--- src/hdl/assert_macros.svh ---
// assertion helpers, empty when synthesizing
`ifndef ASSERT_MACROS_SVH
`define ASSERT_MACROS_SVH
`ifndef SYNTHESIS
`define MTG_ASSERT(lbl, clk, rst_n, prop, msg) \
  lbl: assert property (@(posedge clk) disable iff (!rst_n) (prop)) else $error(msg);
`define MTG_ASSERT_NR(lbl, clk, prop, msg) \
  lbl: assert property (@(posedge clk) (prop)) else $error(msg);
`else
`define MTG_ASSERT(lbl, clk, rst_n, prop, msg)
`define MTG_ASSERT_NR(lbl, clk, prop, msg)
`endif
`endif

--- src/hdl/mtg_pkg.sv ---
`default_nettype none
package mtg_pkg;

  localparam int STATE_WORDS  = 624;
  localparam int TWIST_OFFSET = 397;
  localparam int WORD_W       = 32;

  localparam logic [31:0] MATRIX_A   = 32'h9908b0df;
  localparam logic [31:0] UPPER_MASK = 32'h80000000;
  localparam logic [31:0] LOWER_MASK = 32'h7fffffff;
  localparam logic [31:0] INIT_MULT  = 32'd1812433253;
  localparam logic [31:0] TEMPER_B   = 32'h9d2c5680;
  localparam logic [31:0] TEMPER_C   = 32'hefc60000;
  localparam logic [31:0] DEFAULT_SEED_RST = 32'd5489;

  // action codes of an input word
  localparam logic [1:0] ACT_SEED   = 2'd0;
  localparam logic [1:0] ACT_DRAW   = 2'd1;
  localparam logic [1:0] ACT_DRAW64 = 2'd2;

  typedef enum logic [1:0] {
    ALU_ADD,
    ALU_MUL,
    ALU_TWIST,
    ALU_TEMPER
  } alu_op_t;

  typedef struct packed {
    logic        en;
    alu_op_t     op;
    logic [31:0] a;
    logic [31:0] b;
    logic [31:0] c;
  } alu_req_t;

  typedef enum logic [3:0] {
    ST_IDLE,
    ST_SEED_INIT,
    ST_SEED_WR,
    ST_SEED_MUL,
    ST_SEED_ADD,
    ST_DRAW_CHK,
    ST_TW_RD0,
    ST_TW_LD,
    ST_TW_RDN,
    ST_TW_RDS,
    ST_TW_CALC,
    ST_TW_WR,
    ST_DRAW_RD,
    ST_DRAW_TEMP,
    ST_DRAW_DONE
  } state_t;

endpackage
`default_nettype wire

--- src/hdl/mtg_alu.sv ---
`default_nettype none
module mtg_alu (
  input  wire logic              clk,
  input  wire mtg_pkg::alu_req_t req,
  output      logic [31:0]       res
);

  logic [31:0] res_r;
  logic [31:0] res_nxt;
  logic [31:0] mix;
  logic [31:0] y;
  logic [31:0] t0;
  logic [31:0] t1;
  logic [31:0] t2;

  always_comb begin
    mix = req.a ^ (req.a >> 30);
    y   = (req.a & mtg_pkg::UPPER_MASK) | (req.b & mtg_pkg::LOWER_MASK);
    t0  = req.a ^ (req.a >> 11);
    t1  = t0 ^ ((t0 << 7) & mtg_pkg::TEMPER_B);
    t2  = t1 ^ ((t1 << 15) & mtg_pkg::TEMPER_C);
    case (req.op)
      mtg_pkg::ALU_ADD:    res_nxt = req.a + req.b;
      mtg_pkg::ALU_MUL:    res_nxt = mix * mtg_pkg::INIT_MULT;
      mtg_pkg::ALU_TWIST:  res_nxt = req.c ^ (y >> 1) ^ (y[0] ? mtg_pkg::MATRIX_A : 32'd0);
      mtg_pkg::ALU_TEMPER: res_nxt = t2 ^ (t2 >> 18);
      default:             res_nxt = res_r;
    endcase
  end

  always_ff @(posedge clk) begin
    if (req.en) begin
      res_r <= res_nxt;
    end
  end

  assign res = res_r;

endmodule
`default_nettype wire

--- config.mk ---
export PLATFORM = sky130hd
export DESIGN_NAME = mtg_alu
export DESIGN_NICKNAME = d
export VERILOG_FILES = /design/src/hdl/assert_macros.svh /design/src/hdl/mtg_pkg.sv /design/src/hdl/mtg_alu.sv
export SDC_FILE = /design/constraint.sdc
export NUM_CORES = 1
export LEC_CHECK = 0
export BUFFER_PORTS_ARGS = -buffer_cell sky130_fd_sc_hd__clkbuf_2
export CAP_MARGIN = 40
export CORE_MARGIN = 5
export CORE_UTILIZATION = 37
export DETAILED_ROUTE_END_ITERATION = 10
export PLACE_DENSITY = 0.6
export SETUP_SLACK_MARGIN = 0.2
export SLEW_MARGIN = 20
export SYNTH_ARGS = -nofsm -noshare
export SYNTH_HDL_FRONTEND = slang
export SYNTH_SLANG_ARGS = --single-unit
--- constraint.sdc ---
create_clock -name clk -period 13.3 [get_ports clk]
set_input_delay 2.66 -clock clk [delete_from_list [all_inputs] [get_ports clk]]
set_output_delay 2.66 -clock clk [all_outputs]
set_load 0.01 [all_outputs]
==> metrics.cfg <==
[hold_path]
hold_path.class = input pin to flip-flop

[floorplan]
dieArea_um2 = 35780
start_util_pct = 37.54
die_y_um = 189.2
rows = 65
core_area_um2 = 31640
die_w_um = 189.2
pin_count = 132

[grt]
grt_max_degree = 49
grt_pass1_vias = 9627
grt_pass1_wl_um = 54370
grt_antenna_before_repair = 0
grt-ovfl-total = 0
track_usage_pct = 19.44

[synth]
syn_nets = 1696
ys_seq_area_share_pct = 8.091
synth_edf_count = 32
synthCells = 1209
yosysTopAreaCell = ha_1
yosys_warnings = 0
synth_top_area_share_pct = 25.28
synth.cell_area_um2 = 11880
synth_cell_types = 63
synth-seq-cells = 32
async_flop_share_pct = 0
synth_area_leaders = ha_1 25%, fa_1 25%, xnor2_1 8.9%
synth_area_per_cell_um2 = 9.823
ys.flop_type = edfxtp_1
synth_most_common_cell = inv_1
synth_top_cells_by_count = 250 x inv_1, 240 x ha_1, 147 x fa_1

[detailed_routing]
ant_nets = 0
met3WireLength_um = 1621
drtIter0Drc = 473
wl_met1_um = 15560
met2RoutedLength_um = 16490
maxUsedRoutingLayer = met4
first_pass_iters = 5
wl_per_cell_um = 19.95
viasPerCell = 5.222
vias = 9070
totalWireLength_um = 34660
drcViolationCount = 0

[setup_path]
worstSetupEndpointType = flip-flop
cp.arrival_ps = 9890
cp.required_ps = 13320
crit_fanout = 8
startpoint_type = input pin
critPathKind = input pin to flip-flop

[clock_tree]
cts_sinks = 32
clk_pin_slew_worst_paths_ps = 60
postCtsHoldBufs = 0
ctsHtreeMaxLevel = 2
clockRootBuffer = clkbuf_16
cts_tree = built
cts_inserted_buffers = 5
post-cts-setup-buffers = 0
cts_resized = 0
cts.path.max_buffers = 2

[cells_and_area]
drive_above_1_share_pct = 13.03
largest_reg_flops = 32
num_antenna_cells = 0
fin_cells = 1737
final_nets = 1821
syn_to_final_growth_pct = 10.88

[sta]
tightest_slew_ps = 813.8
fin_crit_sh_pct = 74.22
min_period_ps = 9871
rsz0062_at_grt = false
finalMaxSlewViolations = 0
setup_viol = 0
max_slew_margin_pct = 45.75
timing.setup.tns_ps = 0
finalHoldViolCount = 0
max_freq_mhz = 101.3

[place]
place_inst = 1729
dp_hpwl_um = 28780
gp_congestion = 0.9527
port_buffers = 131

[run_status]
outcome = complete, no violations

[flow_run]
maxCapViolations = 0

==> cell families (layout without fill, tap and decap cells) <==
kind of cell	after synthesis	after routing	synth area share [%]
DFF	32	32	8.091
buffers and inverters	268	394	8.470
xor gates and xnor gates	179	179	13.20
muxes	24	24	4.140
and+or+nand+nor	132	132	5.415
AOI/OAI and AO/OA	187	187	10.62
adders and majority gates	387	387	50.06
==> cell usage in the layout (no fill, tap or decap), types with 6 or more instances in the layout <==
cell type  Yosys  final
xnor2_1      121    121
mux4_2        20     20
a21oi_1       49     49
o21a_1         9      9
o21bai_1       6      6
nor3_1        13     13
edfxtp_1      32     32
fa_1         147    147
nand2_1       34     34
inv_1        250    250
and3_1         7      7
a211oi_1      13     13
nand3_1        8      8
o21ai_0       24     24
xor2_1        58     58
ha_1         240    240
a21o_1        21     21
nor2_1        38     38
clkbuf_2       0    131
o21ai_1        9      9
a31oi_1        8      8
nand2b_1       9      9
==> metal layers <==
metal / up-vias / GRT usage [%]
met5: - / 0
met4: 0 / 5.465
met2: 269 / 33.64
li1: 4294 / -
met3: 51 / 1.530
met1: 4456 / 26.24
==> final timing paths <==
| path | from | to | slack, ps | depth (start not counted) |
|---|---|---|---|---|
| setup / recovery | req[95] | res[25]$_DFFE_PP_ | 3430 | 24 |
| hold / removal | req[28] | res[28]$_DFFE_PP_ | 2900 | 3 |
==> metrics by stage <==
stage / setup WS [ps] / util (%) / instance area (um2) / hold slack [ps]
floorplan: 3981 / - / 11880 / 2773
global placement: 3304 / 41.10 / 13000 / 3082
detailed placement: 3136 / 41.10 / 13000 / 3079
CTS: 3422 / 41.63 / 13170 / 2901
global route: 3065 / 41.63 / 13170 / 2919
finish: 3429 / 41.63 / 13170 / 2899
==> critical path, cell delays in order <==
cell       delay, ps
clkbuf_2         270
xor2_1           650
xor2_1           370
ha_1             280
or2_2            290
ha_1             280
inv_1             50
fa_1             480
inv_1             40
ha_1             180
fa_1             460
fa_1             500
fa_1             490
inv_1             50
fa_1             470
inv_1             40
ha_1             340
and4_1           230
a221oi_1         370
a2bb2oi_1        280
o311ai_1         220
a21o_1           270
xnor2_1          130
mux4_2           470
==> layout make-up <==
cell class | count | area [um2]
well taps | 402 | 503.0
fillers | 3117 | 18470
inverters | 251 | 942.2
multi-input cells | 909 | 9910
flip-flops and latches | 32 | 960.9
clock inverters | 3 | 42.54
repair buffers | 135 | 685.7
clock buffers | 5 | 125.1
Power is not shown: default switching activity piles up to over one toggle a cycle in this logic, so the estimate is an artifact.
