`config.mk`:
```
export PLATFORM = sky130hd
export DESIGN_NAME = mtg_seq
export DESIGN_NICKNAME = d
export VERILOG_FILES = /design/src/hdl/mtg_pkg.sv /design/src/hdl/mtg_seq.sv
export VERILOG_INCLUDE_DIRS = /design/src /design/src/hdl
export SDC_FILE = /design/constraint.sdc
export NUM_CORES = 1
export LEC_CHECK = 0
export BUFFER_PORTS_ARGS = -buffer_cell sky130_fd_sc_hd__buf_4
export CORE_MARGIN = 5
export CORE_UTILIZATION = 52
export CTS_CLUSTER_DIAMETER = 60
export DETAILED_ROUTE_END_ITERATION = 10
export PLACE_DENSITY = 0.85
export SYNTH_ARGS = -nofsm -noshare
export SYNTH_HDL_FRONTEND = slang
export SYNTH_SLANG_ARGS = --single-unit
export TNS_END_PERCENT = 50
```
`constraint.sdc`:
```
create_clock -name clk -period 5.9 [get_ports clk]
set_input_delay 0 -clock clk [delete_from_list [all_inputs] [get_ports clk]]
set_output_delay 0 -clock clk [all_outputs]
set_load 0.01 [all_outputs]
```
`src/hdl/assert_macros.svh`:
```
// assertion helpers, empty when synthesizing
`ifndef ASSERT_MACROS_SVH
`define ASSERT_MACROS_SVH
`ifndef SYNTHESIS
`define MTG_ASSERT(lbl, clk, rst_n, prop, msg) \
  lbl: assert property (@(posedge clk) disable iff (!rst_n) (prop)) else $error(msg);
`define MTG_ASSERT_NR(lbl, clk, prop, msg) \
  lbl: assert property (@(posedge clk) (prop)) else $error(msg);
`else
`define MTG_ASSERT(lbl, clk, rst_n, prop, msg)
`define MTG_ASSERT_NR(lbl, clk, prop, msg)
`endif
`endif

```
`src/hdl/mtg_pkg.sv`:
```
`default_nettype none
package mtg_pkg;

  localparam int STATE_WORDS  = 624;
  localparam int TWIST_OFFSET = 397;
  localparam int WORD_W       = 32;

  localparam logic [31:0] MATRIX_A   = 32'h9908b0df;
  localparam logic [31:0] UPPER_MASK = 32'h80000000;
  localparam logic [31:0] LOWER_MASK = 32'h7fffffff;
  localparam logic [31:0] INIT_MULT  = 32'd1812433253;
  localparam logic [31:0] TEMPER_B   = 32'h9d2c5680;
  localparam logic [31:0] TEMPER_C   = 32'hefc60000;
  localparam logic [31:0] DEFAULT_SEED_RST = 32'd5489;

  // action codes of an input word
  localparam logic [1:0] ACT_SEED   = 2'd0;
  localparam logic [1:0] ACT_DRAW   = 2'd1;
  localparam logic [1:0] ACT_DRAW64 = 2'd2;

  typedef enum logic [1:0] {
    ALU_ADD,
    ALU_MUL,
    ALU_TWIST,
    ALU_TEMPER
  } alu_op_t;

  typedef struct packed {
    logic        en;
    alu_op_t     op;
    logic [31:0] a;
    logic [31:0] b;
    logic [31:0] c;
  } alu_req_t;

  typedef enum logic [3:0] {
    ST_IDLE,
    ST_SEED_INIT,
    ST_SEED_WR,
    ST_SEED_MUL,
    ST_SEED_ADD,
    ST_DRAW_CHK,
    ST_TW_RD0,
    ST_TW_LD,
    ST_TW_RDN,
    ST_TW_RDS,
    ST_TW_CALC,
    ST_TW_WR,
    ST_DRAW_RD,
    ST_DRAW_TEMP,
    ST_DRAW_DONE
  } state_t;

endpackage
`default_nettype wire

```
`src/hdl/mtg_seq.sv`:
```
`default_nettype none
`include "assert_macros.svh"
module mtg_seq #(
  parameter int STATE_WORDS = mtg_pkg::STATE_WORDS
) (
  input  wire logic                           clk,
  input  wire logic                           rst_n,
  input  wire logic                           in_valid,
  output      logic                           in_ready,
  input  wire logic [1:0]                     in_action,
  input  wire logic [31:0]                    in_seed,
  output      logic                           out_valid,
  input  wire logic                           out_ready,
  output      logic [63:0]                    out_value,
  input  wire logic [31:0]                    default_seed,
  output      mtg_pkg::alu_req_t              alu_req,
  input  wire logic [31:0]                    alu_res,
  output      logic                           ram_we,
  output      logic [$clog2(STATE_WORDS)-1:0] ram_waddr,
  output      logic [$clog2(STATE_WORDS)-1:0] ram_raddr,
  input  wire logic [31:0]                    ram_rdata
);

  localparam int AW = $clog2(STATE_WORDS);
  localparam int IW = $clog2(STATE_WORDS + 1);
  localparam logic [AW-1:0] LAST  = AW'(STATE_WORDS - 1);
  localparam logic [IW-1:0] FULL  = IW'(STATE_WORDS);
  localparam logic [AW:0]   OFF_W = (AW+1)'(mtg_pkg::TWIST_OFFSET);
  localparam logic [AW:0]   N_W   = (AW+1)'(STATE_WORDS);

  mtg_pkg::state_t state_r, state_nxt;
  logic [AW-1:0] k_r, k_nxt;
  logic [IW-1:0] idx_r, idx_nxt;
  logic          seeded_r, seeded_nxt;
  logic          draw_r, draw_nxt;
  logic          wide_r, wide_nxt;
  logic          second_r, second_nxt;
  logic [31:0]   seed_r, seed_nxt;
  logic [31:0]   cur_r, cur_nxt;
  logic [31:0]   nxt_r, nxt_nxt;
  logic [31:0]   hi_r, hi_nxt;
  logic          out_valid_r, out_valid_nxt;
  logic [63:0]   out_value_r, out_value_nxt;

  logic [AW-1:0] k_next_addr;
  logic [AW:0]   src_sum;
  logic [AW-1:0] src_addr;
  logic          out_free;

  assign k_next_addr = (k_r == LAST) ? '0 : k_r + AW'(1);
  assign src_sum     = {1'b0, k_r} + OFF_W;
  assign src_addr    = (src_sum >= N_W) ? AW'(src_sum - N_W) : AW'(src_sum);
  assign out_free    = !out_valid_r || out_ready;

  // next state
  always_comb begin
    state_nxt = state_r;
    case (state_r)
      mtg_pkg::ST_IDLE: begin
        if (in_valid) begin
          case (in_action)
            mtg_pkg::ACT_SEED:   state_nxt = mtg_pkg::ST_SEED_INIT;
            mtg_pkg::ACT_DRAW:   state_nxt = mtg_pkg::ST_DRAW_CHK;
            mtg_pkg::ACT_DRAW64: state_nxt = mtg_pkg::ST_DRAW_CHK;
            default:             state_nxt = mtg_pkg::ST_IDLE;
          endcase
        end
      end
      mtg_pkg::ST_SEED_INIT: state_nxt = mtg_pkg::ST_SEED_WR;
      mtg_pkg::ST_SEED_WR: begin
        if (k_r == LAST) begin
          state_nxt = draw_r ? mtg_pkg::ST_DRAW_CHK : mtg_pkg::ST_IDLE;
        end else begin
          state_nxt = mtg_pkg::ST_SEED_MUL;
        end
      end
      mtg_pkg::ST_SEED_MUL: state_nxt = mtg_pkg::ST_SEED_ADD;
      mtg_pkg::ST_SEED_ADD: state_nxt = mtg_pkg::ST_SEED_WR;
      mtg_pkg::ST_DRAW_CHK: begin
        if (!seeded_r) begin
          state_nxt = mtg_pkg::ST_SEED_INIT;
        end else if (idx_r >= FULL) begin
          state_nxt = mtg_pkg::ST_TW_RD0;
        end else begin
          state_nxt = mtg_pkg::ST_DRAW_RD;
        end
      end
      mtg_pkg::ST_TW_RD0:  state_nxt = mtg_pkg::ST_TW_LD;
      mtg_pkg::ST_TW_LD:   state_nxt = mtg_pkg::ST_TW_RDN;
      mtg_pkg::ST_TW_RDN:  state_nxt = mtg_pkg::ST_TW_RDS;
      mtg_pkg::ST_TW_RDS:  state_nxt = mtg_pkg::ST_TW_CALC;
      mtg_pkg::ST_TW_CALC: state_nxt = mtg_pkg::ST_TW_WR;
      mtg_pkg::ST_TW_WR: begin
        state_nxt = (k_r == LAST) ? mtg_pkg::ST_DRAW_CHK : mtg_pkg::ST_TW_RDN;
      end
      mtg_pkg::ST_DRAW_RD:   state_nxt = mtg_pkg::ST_DRAW_TEMP;
      mtg_pkg::ST_DRAW_TEMP: state_nxt = mtg_pkg::ST_DRAW_DONE;
      mtg_pkg::ST_DRAW_DONE: begin
        if (wide_r && !second_r) begin
          state_nxt = mtg_pkg::ST_DRAW_CHK;
        end else if (out_free) begin
          state_nxt = mtg_pkg::ST_IDLE;
        end
      end
      default: state_nxt = mtg_pkg::ST_IDLE;
    endcase
  end

  // outputs toward ram and shared unit
  always_comb begin
    in_ready  = (state_r == mtg_pkg::ST_IDLE);
    ram_we    = 1'b0;
    ram_waddr = k_r;
    ram_raddr = '0;
    alu_req   = '{en: 1'b0, op: mtg_pkg::ALU_ADD, a: 32'd0, b: 32'd0, c: 32'd0};
    case (state_r)
      mtg_pkg::ST_SEED_INIT: begin
        alu_req = '{en: 1'b1, op: mtg_pkg::ALU_ADD, a: seed_r, b: 32'd0, c: 32'd0};
      end
      mtg_pkg::ST_SEED_WR: ram_we = 1'b1;
      mtg_pkg::ST_SEED_MUL: begin
        alu_req = '{en: 1'b1, op: mtg_pkg::ALU_MUL, a: alu_res, b: 32'd0, c: 32'd0};
      end
      mtg_pkg::ST_SEED_ADD: begin
        alu_req = '{en: 1'b1, op: mtg_pkg::ALU_ADD, a: alu_res, b: 32'(k_r), c: 32'd0};
      end
      mtg_pkg::ST_TW_RD0: ram_raddr = '0;
      mtg_pkg::ST_TW_RDN: ram_raddr = k_next_addr;
      mtg_pkg::ST_TW_RDS: ram_raddr = src_addr;
      mtg_pkg::ST_TW_CALC: begin
        alu_req = '{en: 1'b1, op: mtg_pkg::ALU_TWIST, a: cur_r, b: nxt_r, c: ram_rdata};
      end
      mtg_pkg::ST_TW_WR: ram_we = 1'b1;
      mtg_pkg::ST_DRAW_RD: ram_raddr = idx_r[AW-1:0];
      mtg_pkg::ST_DRAW_TEMP: begin
        alu_req = '{en: 1'b1, op: mtg_pkg::ALU_TEMPER, a: ram_rdata, b: 32'd0, c: 32'd0};
      end
      default: ram_we = 1'b0;
    endcase
  end

  // counters, flags and data holding registers
  always_comb begin
    k_nxt         = k_r;
    idx_nxt       = idx_r;
    seeded_nxt    = seeded_r;
    draw_nxt      = draw_r;
    wide_nxt      = wide_r;
    second_nxt    = second_r;
    seed_nxt      = seed_r;
    cur_nxt       = cur_r;
    nxt_nxt       = nxt_r;
    hi_nxt        = hi_r;
    out_valid_nxt = out_valid_r && !out_ready;
    out_value_nxt = out_value_r;
    case (state_r)
      mtg_pkg::ST_IDLE: begin
        if (in_valid) begin
          seed_nxt   = in_seed;
          draw_nxt   = (in_action != mtg_pkg::ACT_SEED);
          wide_nxt   = (in_action == mtg_pkg::ACT_DRAW64);
          second_nxt = 1'b0;
        end
      end
      mtg_pkg::ST_SEED_INIT: k_nxt = '0;
      mtg_pkg::ST_SEED_WR: begin
        if (k_r == LAST) begin
          idx_nxt    = FULL;
          seeded_nxt = 1'b1;
        end else begin
          k_nxt = k_r + AW'(1);
        end
      end
      mtg_pkg::ST_DRAW_CHK: begin
        if (!seeded_r) begin
          seed_nxt = default_seed;
        end
      end
      mtg_pkg::ST_TW_RD0: k_nxt = '0;
      mtg_pkg::ST_TW_LD: cur_nxt = ram_rdata;
      mtg_pkg::ST_TW_RDS: nxt_nxt = ram_rdata;
      mtg_pkg::ST_TW_WR: begin
        cur_nxt = nxt_r;
        if (k_r == LAST) begin
          idx_nxt = '0;
        end else begin
          k_nxt = k_r + AW'(1);
        end
      end
      mtg_pkg::ST_DRAW_RD: idx_nxt = idx_r + IW'(1);
      mtg_pkg::ST_DRAW_DONE: begin
        if (wide_r && !second_r) begin
          hi_nxt     = alu_res;
          second_nxt = 1'b1;
        end else if (out_free) begin
          out_valid_nxt = 1'b1;
          out_value_nxt = wide_r ? {hi_r, alu_res} : {32'd0, alu_res};
        end
      end
      default: k_nxt = k_r;
    endcase
  end

  always_ff @(posedge clk) begin
    if (!rst_n) begin
      state_r     <= mtg_pkg::ST_IDLE;
      k_r         <= '0;
      idx_r       <= '0;
      seeded_r    <= 1'b0;
      draw_r      <= 1'b0;
      wide_r      <= 1'b0;
      second_r    <= 1'b0;
      out_valid_r <= 1'b0;
    end else begin
      state_r     <= state_nxt;
      k_r         <= k_nxt;
      idx_r       <= idx_nxt;
      seeded_r    <= seeded_nxt;
      draw_r      <= draw_nxt;
      wide_r      <= wide_nxt;
      second_r    <= second_nxt;
      out_valid_r <= out_valid_nxt;
    end
  end

  always_ff @(posedge clk) begin
    seed_r      <= seed_nxt;
    cur_r       <= cur_nxt;
    nxt_r       <= nxt_nxt;
    hi_r        <= hi_nxt;
    out_value_r <= out_value_nxt;
  end

  assign out_valid = out_valid_r;
  assign out_value = out_value_r;

  `MTG_ASSERT(a_idx_range, clk, rst_n, idx_r <= FULL, "read index past end of table")
  `MTG_ASSERT(a_we_states, clk, rst_n, ram_we |-> (state_r == mtg_pkg::ST_SEED_WR || state_r == mtg_pkg::ST_TW_WR), "table write outside a write state")
  `MTG_ASSERT(a_twist_wrap, clk, rst_n, (state_r == mtg_pkg::ST_TW_WR && k_r == LAST) |=> (idx_r == '0 && state_r == mtg_pkg::ST_DRAW_CHK), "twist end did not rewind index")
  `MTG_ASSERT(a_draw_ok, clk, rst_n, (state_r == mtg_pkg::ST_DRAW_RD) |-> (seeded_r && idx_r < FULL), "table read while unseeded or exhausted")
  `MTG_ASSERT(a_out_hold, clk, rst_n, (out_valid_r && !out_ready) |=> (out_valid_r && $stable(out_value_r)), "pending result lost")

endmodule
`default_nettype wire

```
==> metrics.cfg <==
[placed_design]
gp_congestion=0.969
dp_hpwl_um=23700
dp_slack_ns=2.51
io_buffers=319

[grt]
gr-usage-all-layers_pct=32.0
antenna_found_initial=1
grt_overflow=0
grt_pass1_vias=9137
grt_max_degree=52
grt_pass1_wl_um=55200

[synthesis]
synth_xor_area_share_pct=2.10
synth_nets=970
synthSimpleGateAreaFrac_pct=14.8
synth_warnings=0
ys_types=71
synth-main-ff-cell=edfxtp_1
synth-edff-count=192
ys_seq_area_share_pct=61.2
synth-compound-area-share_pct=11.1
syn_inst=828
avgSynthCellArea_um2=12.5
async_flop_share_pct=0
synth.area.mux_share_pct=7.35
synth_top_family_by_area=simple AND/OR/NAND/NOR gates
synthAdderAreaFrac_pct=0.965
ys_ff_latch=221
netlist_area_mm2=0.0104

[sta]
skew_ns=0.0170
fin_crit_ns=3.81
rsz0062_at_grt=no
tns_ns=0
maxSlewViolCount=0
max_freq_mhz=263
min_period_over_period_pct=64.5
finalWorstSetupSlack_ns=2.09
relSlewSlack_pct=28.2
hold_viol_final=0
setup_violations=0
hold_ws_ns=0.0208
worst_pin_slew_ns=1.07

[route]
drtAntennaViolNets=0
avgViaCountPerCell=5.94
routedWlPerCell_um=24.7
drc=0
wl_met3_um=4120
first_pass_iters=7
wl_um=38100
drt-initial-drc-count=1054
wl_met2_um=19000
num_vias=9167
top_layer=met4
met1_length_um=13400

[floorplan]
die_area_mm2=0.0229
io_pins=320
die_w_um=151
placementRows=51
coreArea_mm2=0.0195
initial_core_util_pct=53.1
die_y_um=151

[worst_setup_path]
cpPeakStageDelay_ns=0.89
cp.required_ns=5.90
cpLargestDelayFamily=simple AND/OR/NAND/NOR gates
cp.arrival_ns=3.81
critPathBufInv=2
critPathSlowestCell=nor2_4
setup.worst_path.end_class=primary output
crit_type=reg2out
path_cells=nand2_1, nor2_4, buf_4, a222oi_1, nand2_1, buf_4
cp_max_fo=51
critPathLaunchType=flop

[clock_network]
cts_setup_buffers=0
cts_buffer_depth=3
cts_tree=done
clkLatencyLatePin_ns=0.52
cts_buffers=24
clock_sinks=221
clk_pin_slew_ns=0.06
clock-root-buffer=clkbuf_16
cts_htree_levels=1

[power]
p_per_area_mw_per_mm2=304
p_leak_nw=6.12
ir_drop_mv=0.234

[layout]
finalNetCount=1402
area_delta_synth_final_pct=45.4
layout-drive-gt1-share_pct=35.8

[flow_run]
drv_cap=0

[min_path]
hold_path_class=in2reg

[run_status]
status=finished, final reports clean

[routing by layer]
| metal | track usage, % | vias up |
|---|---|---|
| li1 | - | 3970 |
| met5 | 0 | - |
| met1 | 40.9 | 4459 |
| met2 | 53.7 | 642 |
| met4 | 12.0 | 0 |
| met3 | 6.55 | 96 |
[cell usage after synthesis, types with 3 or more instances]
| library cell | instances | area share, % |
|---|---|---|
| a21boi_0 | 3 | 0.22 |
| a21boi_1 | 3 | 0.22 |
| a21oi_1 | 22 | 1.1 |
| a222oi_1 | 32 | 3.1 |
| a22o_1 | 10 | 0.84 |
| a22oi_1 | 10 | 0.72 |
| a31oi_1 | 3 | 0.18 |
| and2_1 | 97 | 5.9 |
| and3_1 | 8 | 0.48 |
| buf_1 | 4 | 0.14 |
| buf_2 | 9 | 0.43 |
| clkbuf_1 | 40 | 1.4 |
| dfxtp_1 | 29 | 5.6 |
| edfxtp_1 | 192 | 56 |
| ha_1 | 8 | 0.97 |
| inv_1 | 9 | 0.33 |
| mux2_2 | 65 | 7.1 |
| mux2i_1 | 3 | 0.29 |
| nand2_1 | 88 | 3.2 |
| nand2b_1 | 6 | 0.36 |
| nand3_1 | 11 | 0.53 |
| nand3b_1 | 3 | 0.22 |
| nor2_1 | 34 | 1.2 |
| nor2b_1 | 11 | 0.66 |
| nor3_1 | 7 | 0.34 |
| o211a_1 | 3 | 0.29 |
| o21ai_0 | 30 | 1.4 |
| o21ai_1 | 11 | 0.53 |
| o221a_2 | 4 | 0.43 |
| or3_1 | 4 | 0.24 |
| xnor2_1 | 16 | 1.4 |
| xor2_1 | 7 | 0.59 |
[stage by stage]
| step | instance area, um^2 | util (%) | instances | total power [mW] |
|---|---|---|---|---|
| after floorplan | 10400 | - | 828 | 2.46 |
| final | 15100 | 77.2 | 1544 | 4.59 |
| after global routing | 15100 | 77.2 | 1544 | 4.74 |
| after CTS | 15100 | 77.2 | 1543 | 4.53 |
| after detailed placement | 13000 | 66.6 | 1367 | 3.01 |
| after global placement | 13000 | 66.6 | 1367 | 3.00 |
[worst reg2reg max path: stages (launching register included)]
cell and delay, ns:
dfxtp_1 0.86, nand2_1 0.40, nor3b_1 0.43, nor2b_4 0.94, buf_4 0.49
[area by class of cell]
class	count	area [um^2]
tap	265	332
timing repair buffer	461	3790
clock buffer	29	619
multi-input combinational	543	3820
antenna	1	2.50
clock inverter	15	138
sequential	221	6350
fill	1203	4450
inverter	9	33.8
[sequential cells by signal, summed over array words and instances, names as in the netlist]
name / cells
out_valid: 1
out_value: 64
ram_waddr: 10
second_r: 1
wide_r: 1
seed_r: 32
state_r: 4
draw_r: 1
cur_r: 32
hi_r: 32
nxt_r: 32
seeded_r: 1
idx_r: 10
[power breakdown]
group	internal [mW]	switching [mW]	total [mW]	leakage, nW
combinational	0.510	0.688	1.20	3.76
sequential	1.82	0.0948	1.92	1.99
clock	0.841	0.627	1.47	0.371
[timing repair]
action                                  in CTS  in global routing
hold buffers                               132                  0
endpoints found under the hold margin      189                  0
endpoints found under the setup margin       0                  0
resized for setup                            0                  0
[path summary, 6_finish.rpt]
| path | from | end | slack [ns] | cells past startpoint |
|---|---|---|---|---|
| setup / recovery | state_r[3] | alu_req[69] | 2.09 | 6 |
| hold / removal | in_action[0] | wide_r | 0.02 | 5 |
| setup reg to reg | state_r[3] | out_value[27] | 2.44 | 4 |
| hold reg to reg | second_r | second_r | 0.50 | 1 |
[layout by cell type (no fill, tap or decap), types with 7 or more instances in the layout]
cell type / instances
edfxtp_1: 192
o21ai_1: 11
and3_1: 7
xnor2_1: 16
a22o_1: 10
dfxtp_1: 29
xor2_1: 7
dlygate4sd3_1: 132
inv_1: 9
and2_1: 97
clkbuf_16: 24
buf_4: 329
nor2b_1: 10
nand3_1: 10
nor2_1: 31
mux2_2: 65
a222oi_1: 32
a21oi_1: 22
nand2_1: 88
ha_1: 8
o21ai_0: 29
a22oi_1: 10
[logic make-up after synthesis]
kind of cell / after synthesis
AO/OA/AOI/OAI: 155
buffers and inverters: 64
flip-flops: 221
AND/OR/NAND/NOR: 288
adder cells (fa/ha/maj): 8
multiplexers: 68
XOR/XNOR: 24
Power figures use the tool's default switching activity.
